### config.mk
export PLATFORM = sky130hd
export DESIGN_NAME = qrs_front
export DESIGN_NICKNAME = d
export VERILOG_FILES = /design/src/hw/rtl/assert_macros.svh /design/src/hw/rtl/qrs_pkg.sv /design/src/hw/rtl/qrs_front.sv
export SDC_FILE = /design/constraint.sdc
export NUM_CORES = 2
export LEC_CHECK = 0
export BUFFER_PORTS_ARGS = -buffer_cell sky130_fd_sc_hd__buf_2
export CAP_MARGIN = 20
export CORE_AREA = 2 2 285 287
export DETAILED_ROUTE_END_ITERATION = 8
export DIE_AREA = 0 0 287 289
export PLACE_DENSITY = 0.83
export REMOVE_ABC_BUFFERS = 1
export SETUP_SLACK_MARGIN = 0.1
export SKIP_LAST_GASP = 1
export SYNTH_ARGS = -nofsm -noshare
export SYNTH_HDL_FRONTEND = slang
export SYNTH_SLANG_ARGS = --single-unit
### constraint.sdc
create_clock -name clock -period 10.22 [get_ports clock]
set_clock_uncertainty 0.05 [all_clocks]
set_input_delay 2.044 -clock clock [delete_from_list [all_inputs] [get_ports clock]]
set_output_delay 2.044 -clock clock [all_outputs]
set_load 0.01 [all_outputs]
### src/hw/rtl/assert_macros.svh
// Assertion macros for the RTL file that checks its own behavior.
`ifndef ASSERT_MACROS_SVH
`define ASSERT_MACROS_SVH

// Antecedent true at a clock edge implies consequent at the same edge.
`define QRS_ASSERT_IMPLY(label, ante, cons, msg) \
   label: assert property (@(posedge clock) disable iff (reset) (ante) |-> (cons)) \
      else $error(msg);

// Antecedent true at a clock edge implies consequent at the next edge.
`define QRS_ASSERT_NEXT(label, ante, cons, msg) \
   label: assert property (@(posedge clock) disable iff (reset) (ante) |=> (cons)) \
      else $error(msg);

`endif

### src/hw/rtl/qrs_pkg.sv
// Package of types and constants for the quadratic root solver.
package qrs_pkg;

   localparam int COEF_W     = 24;
   localparam int PROD_W     = 2 * COEF_W;
   localparam int DISC_W     = 52;
   localparam int RAD_W      = 50;
   localparam int SQRT_STEPS = RAD_W / 2;
   localparam int SQRT_W     = SQRT_STEPS;
   localparam int SREM_W     = SQRT_W + 1;
   localparam int NUM_W      = 27;
   localparam int DEN_W      = COEF_W + 1;
   localparam int FRAC_BITS  = 16;
   localparam int DVD_W      = NUM_W - 1 + FRAC_BITS;
   localparam int DIV_STEPS  = DVD_W;
   localparam int QUO_W      = DVD_W;
   localparam int DREM_W     = DEN_W;
   localparam int ROOT_W     = 48;
   localparam int LANES      = 2;

   typedef enum logic [1:0] {
      CNT_NONE = 2'd0,
      CNT_ONE  = 2'd1,
      CNT_TWO  = 2'd2,
      CNT_ALL  = 2'd3
   } count_type;

   // Travels with an item through the square root pipeline.
   typedef struct packed {
      count_type                  count;
      logic                       quad;
      logic signed [COEF_W-1:0]   a;
      logic signed [COEF_W-1:0]   b;
      logic signed [COEF_W-1:0]   c;
      logic signed [DISC_W-1:0]   disc;
   } ctl_type;

   // Travels with an item through the divider pipeline.
   typedef struct packed {
      count_type                  count;
      logic signed [DISC_W-1:0]   disc;
   } side_type;

endpackage

### src/hw/rtl/qrs_front.sv
// Front stages: coefficient products, discriminant and case classification.
module qrs_front (
   input  logic                               clock,
   input  logic                               reset,
   input  logic                               in_valid,
   input  logic signed [qrs_pkg::COEF_W-1:0]  in_a,
   input  logic signed [qrs_pkg::COEF_W-1:0]  in_b,
   input  logic signed [qrs_pkg::COEF_W-1:0]  in_c,
   output logic                               out_valid,
   output logic        [qrs_pkg::RAD_W-1:0]   out_rad,
   output qrs_pkg::ctl_type                   out_ctl
);
   import qrs_pkg::*;

   logic                      valid1_ff;
   logic signed [COEF_W-1:0]  a1_ff, b1_ff, c1_ff;
   logic signed [PROD_W-1:0]  bb_ff, ac_ff, bb_in, ac_in;
   logic                      valid2_ff;
   logic        [RAD_W-1:0]   rad_ff, rad_in;
   ctl_type                   ctl_ff, ctl_in;
   logic signed [DISC_W-1:0]  disc_full;

   assign bb_in = in_b * in_b;
   assign ac_in = in_a * in_c;

   always_comb begin
      disc_full = DISC_W'(bb_ff) - (DISC_W'(ac_ff) <<< 2);
      ctl_in.a    = a1_ff;
      ctl_in.b    = b1_ff;
      ctl_in.c    = c1_ff;
      ctl_in.quad = (a1_ff != '0);
      ctl_in.disc = '0;
      rad_in      = '0;
      if (a1_ff == '0) begin
         if (b1_ff != '0) begin
            ctl_in.count = CNT_ONE;
         end else if (c1_ff == '0) begin
            ctl_in.count = CNT_ALL;
         end else begin
            ctl_in.count = CNT_NONE;
         end
      end else begin
         ctl_in.disc = disc_full;
         if (disc_full[DISC_W-1]) begin
            ctl_in.count = CNT_NONE;
         end else if (disc_full == '0) begin
            ctl_in.count = CNT_ONE;
         end else begin
            ctl_in.count = CNT_TWO;
            rad_in       = disc_full[RAD_W-1:0];
         end
      end
   end

   always_ff @(posedge clock) begin
      if (reset) begin
         valid1_ff <= 1'b0;
         valid2_ff <= 1'b0;
      end else begin
         valid1_ff <= in_valid;
         valid2_ff <= valid1_ff;
      end
   end

   always_ff @(posedge clock) begin
      a1_ff  <= in_a;
      b1_ff  <= in_b;
      c1_ff  <= in_c;
      bb_ff  <= bb_in;
      ac_ff  <= ac_in;
      rad_ff <= rad_in;
      ctl_ff <= ctl_in;
   end

   assign out_valid = valid2_ff;
   assign out_rad   = rad_ff;
   assign out_ctl   = ctl_ff;

endmodule

==> results.json <==
{
  "whs_path_depth": 0,
  "tritoncts": "yes",
  "worst_path_most_repeated_cell": "fa_1",
  "crit_required_ps": 10630,
  "postCtsSetupRepairBufs": 0,
  "final_antenna_net_count": 0,
  "status": "complete, no violations",
  "finalSetupTns_ps": 0,
  "final_util": 0.6868,
  "cts_root_buf": "clkbuf_16",
  "min_to": "out_ctl[57]$_DFF_P_",
  "clock_path_buffers": 3,
  "nNetsFinal": 7064,
  "ys_seq_elements": 342,
  "met1_usage": 0.3961,
  "drt-wirelength-per-cell_microns": 18.74,
  "ctsHoldBuffers": 0,
  "rsz0062_at_grt": "no",
  "crit_family": "adder cells",
  "maxSlewViolCount": 0,
  "crit_fanout": 23,
  "synth-edff-count": 0,
  "worstMarginPinSlew_ps": 1098,
  "rr_startpoint": "bb_ff[2]$_DFF_P_",
  "numCtsBuffers": 37,
  "hpwl_mm": 101.3,
  "cpPeakStageDelay_ps": 740,
  "top_usage_layer": "met2",
  "drt_iter0_markers": 2432,
  "htree_levels": 2,
  "grt_use_met2": 0.5364,
  "die_w_microns": 287,
  "ioPinCount": 253,
  "ys_types": 85,
  "ys.flop_type": "dfxtp_1",
  "first_pass_iters": 6,
  "row_count": 104,
  "grt_use_met3": 0.05386,
  "wirelength_mm": 123.4,
  "syn_area_sq_mm": 0.05147,
  "relSlewSlack": 0.2621,
  "cap_violations": 0,
  "finalHoldViolations": 0,
  "gr-total-overflow": 0,
  "hold_class": "reg2reg",
  "critPathArrivalTime_ps": 9740,
  "clk_pin_slew_ps": 60,
  "min_period_over_period": 0.9127,
  "drc": 0,
  "regArea_sq_mm": 0.006847,
  "gr-usage-all-layers": 0.3160,
  "grt_max_degree": 54,
  "clock_latency_ps": 600,
  "setup_viol": 0,
  "endpoint_kind": "flip-flop",
  "r2r_end": "out_rad[10]$_SDFF_PP0_",
  "layout-drive-gt1-share": 0.07421,
  "syn_area_per_cell_sq_um": 9.590,
  "fp.dieH_microns": 289,
  "ys_seq_area_frac": 0.1330,
  "cts_resized": 0,
  "initial_utilization": 0.6442,
  "die_area_sq_mm": 0.08294,
  "gp_congestion": 0.9310,
  "grt_pass1_wl_mm": 205.6,
  "critPathLaunchType": "primary input",
  "core_sq_mm": 0.07990,
  "async_reset_ff_frac": 0,
  "r2r_slack_ps": 4190,
  "vias": 37000,
  "fillers": 5994,
  "cp_slowest_cell": "a2111oi_0",
  "clkSinkCount": 342,
  "yosys_warnings": 0,
  "clock.fmax_ghz": 0.1072,
  "crit_buf_inv": 7,
  "antenna_found_initial": 1,
  "syn_inst": 5367,
  "place.port_buffers": 250,
  "period_minus_slack_ps": 9328,
  "path_class": "in2reg",
  "syn2layout_area_growth_pct": 6.605,
  "grt_pass1_vias": 41200,
  "worstRegToRegCells": 14,
  "hold_start": "c1_ff[5]$_DFF_P_",
  "viasPerCell": 5.618,
  "multi_input_area_sq_mm": 0.03889
}
[metrics by stage]
step | std cells | hold WS [ps] | instance area (sq um) | setup WS, ps
after floorplan | 5176 | 281.1 | 50700 | 1587
after global placement | 6519 | 284.4 | 53540 | 687.7
after detailed placement | 6519 | 287.3 | 53540 | 547.1
after CTS | 6585 | 301.6 | 54870 | 1053
after global routing | 6585 | 304.2 | 54870 | 451.5
final | 6586 | 300.8 | 54870 | 891.9
[Yosys cell counts (all sizes together) (6+ instances only)]
master     n  area share
a211o     14      0.0026
a211oi    16      0.0024
a21o      72       0.011
a21oi    130       0.013
a311oi    11      0.0020
a31o       6      0.0010
a31oi     17      0.0021
a41oi      9      0.0015
and2     379       0.046
and3      25      0.0031
and4       8      0.0014
buf       17      0.0023
clkbuf   175       0.013
dfxtp    342        0.13
fa      1164        0.45
ha       327       0.079
inv     1324       0.097
mux2i      6      0.0012
nand2    564       0.041
nand2b    24      0.0029
nand3     34      0.0033
nand4     21      0.0026
nor2     174       0.013
nor2b     35      0.0043
nor3      59      0.0078
nor3b     10      0.0016
nor4      23      0.0032
o211ai    25      0.0036
o21a      31      0.0045
o21ai     78      0.0077
o21bai    14      0.0020
o31ai     10      0.0016
or2       15      0.0018
or3        7     0.00085
xnor2     91       0.015
xor2      44      0.0075
[state kept, by name, indices dropped and copies added, names as in the netlist]
name / count
out_ctl: 125
out_rad: 49
ac_ff: 48
bb_ff: 47
a1_ff: 24
c1_ff: 24
b1_ff: 23
out_valid: 1
valid1_ff: 1
[layout make-up]
type,count,share of cell area
Multi-Input combinational cell,3509,0.7087
Inverter,1325,0.09064
Clock buffer,47,0.01883
Tap cell,1060,0.02417
Clock inverter,19,0.005473
Sequential cell,342,0.1248
Timing Repair Buffer,283,0.02732
Antenna cell,1,0.00004560
[layer usage]
metal	share of wire	wire length [microns]
met5	0.00016	20
met3	0.076	9371
met1	0.37	46230
met2	0.50	61100
met4	0.054	6699
[layout by cell type, fill, tap and decap left out, types with 44 or more instances in the layout]
cell,instances
inv_1,1324
fa_1,1164
nand2_1,563
and2_1,378
dfxtp_1,342
ha_1,327
buf_2,250
nor2_1,173
a21oi_1,130
xnor2_1,91
o21ai_0,73
a21o_1,72
xor2_1,44
[cells by family (layout without fill, tap and decap cells)]
logic type,Yosys count,in the layout,synth area share
AOI/OAI and AO/OA,486,486,0.06403
xor gates and xnor gates,135,135,0.02297
muxes,10,10,0.002042
buffers and inverters,1517,1674,0.1117
other,1,3,0.00007286
DFF,342,342,0.1330
and+or+nand+nor,1385,1385,0.1340
adders and majority gates,1491,1491,0.5322
[worst max-delay path by stage]
stage	startpoint	end	slack, ps	depth (start not counted)
5_1_grt	in_b[1]	bb_ff[47]$_DFF_P_	450	27
2_1_floorplan	in_c[0]	ac_ff[43]$_DFF_P_	1590	24
6_report	in_b[1]	bb_ff[47]$_DFF_P_	890	25
3_5_place_dp	in_b[1]	bb_ff[47]$_DFF_P_	550	25
4_1_cts	in_b[5]	bb_ff[45]$_DFF_P_	1050	26
3_3_place_gp	in_b[1]	bb_ff[47]$_DFF_P_	690	27
Power is not shown: default switching activity piles up to over one toggle a cycle in this logic, so the estimate is an artifact.
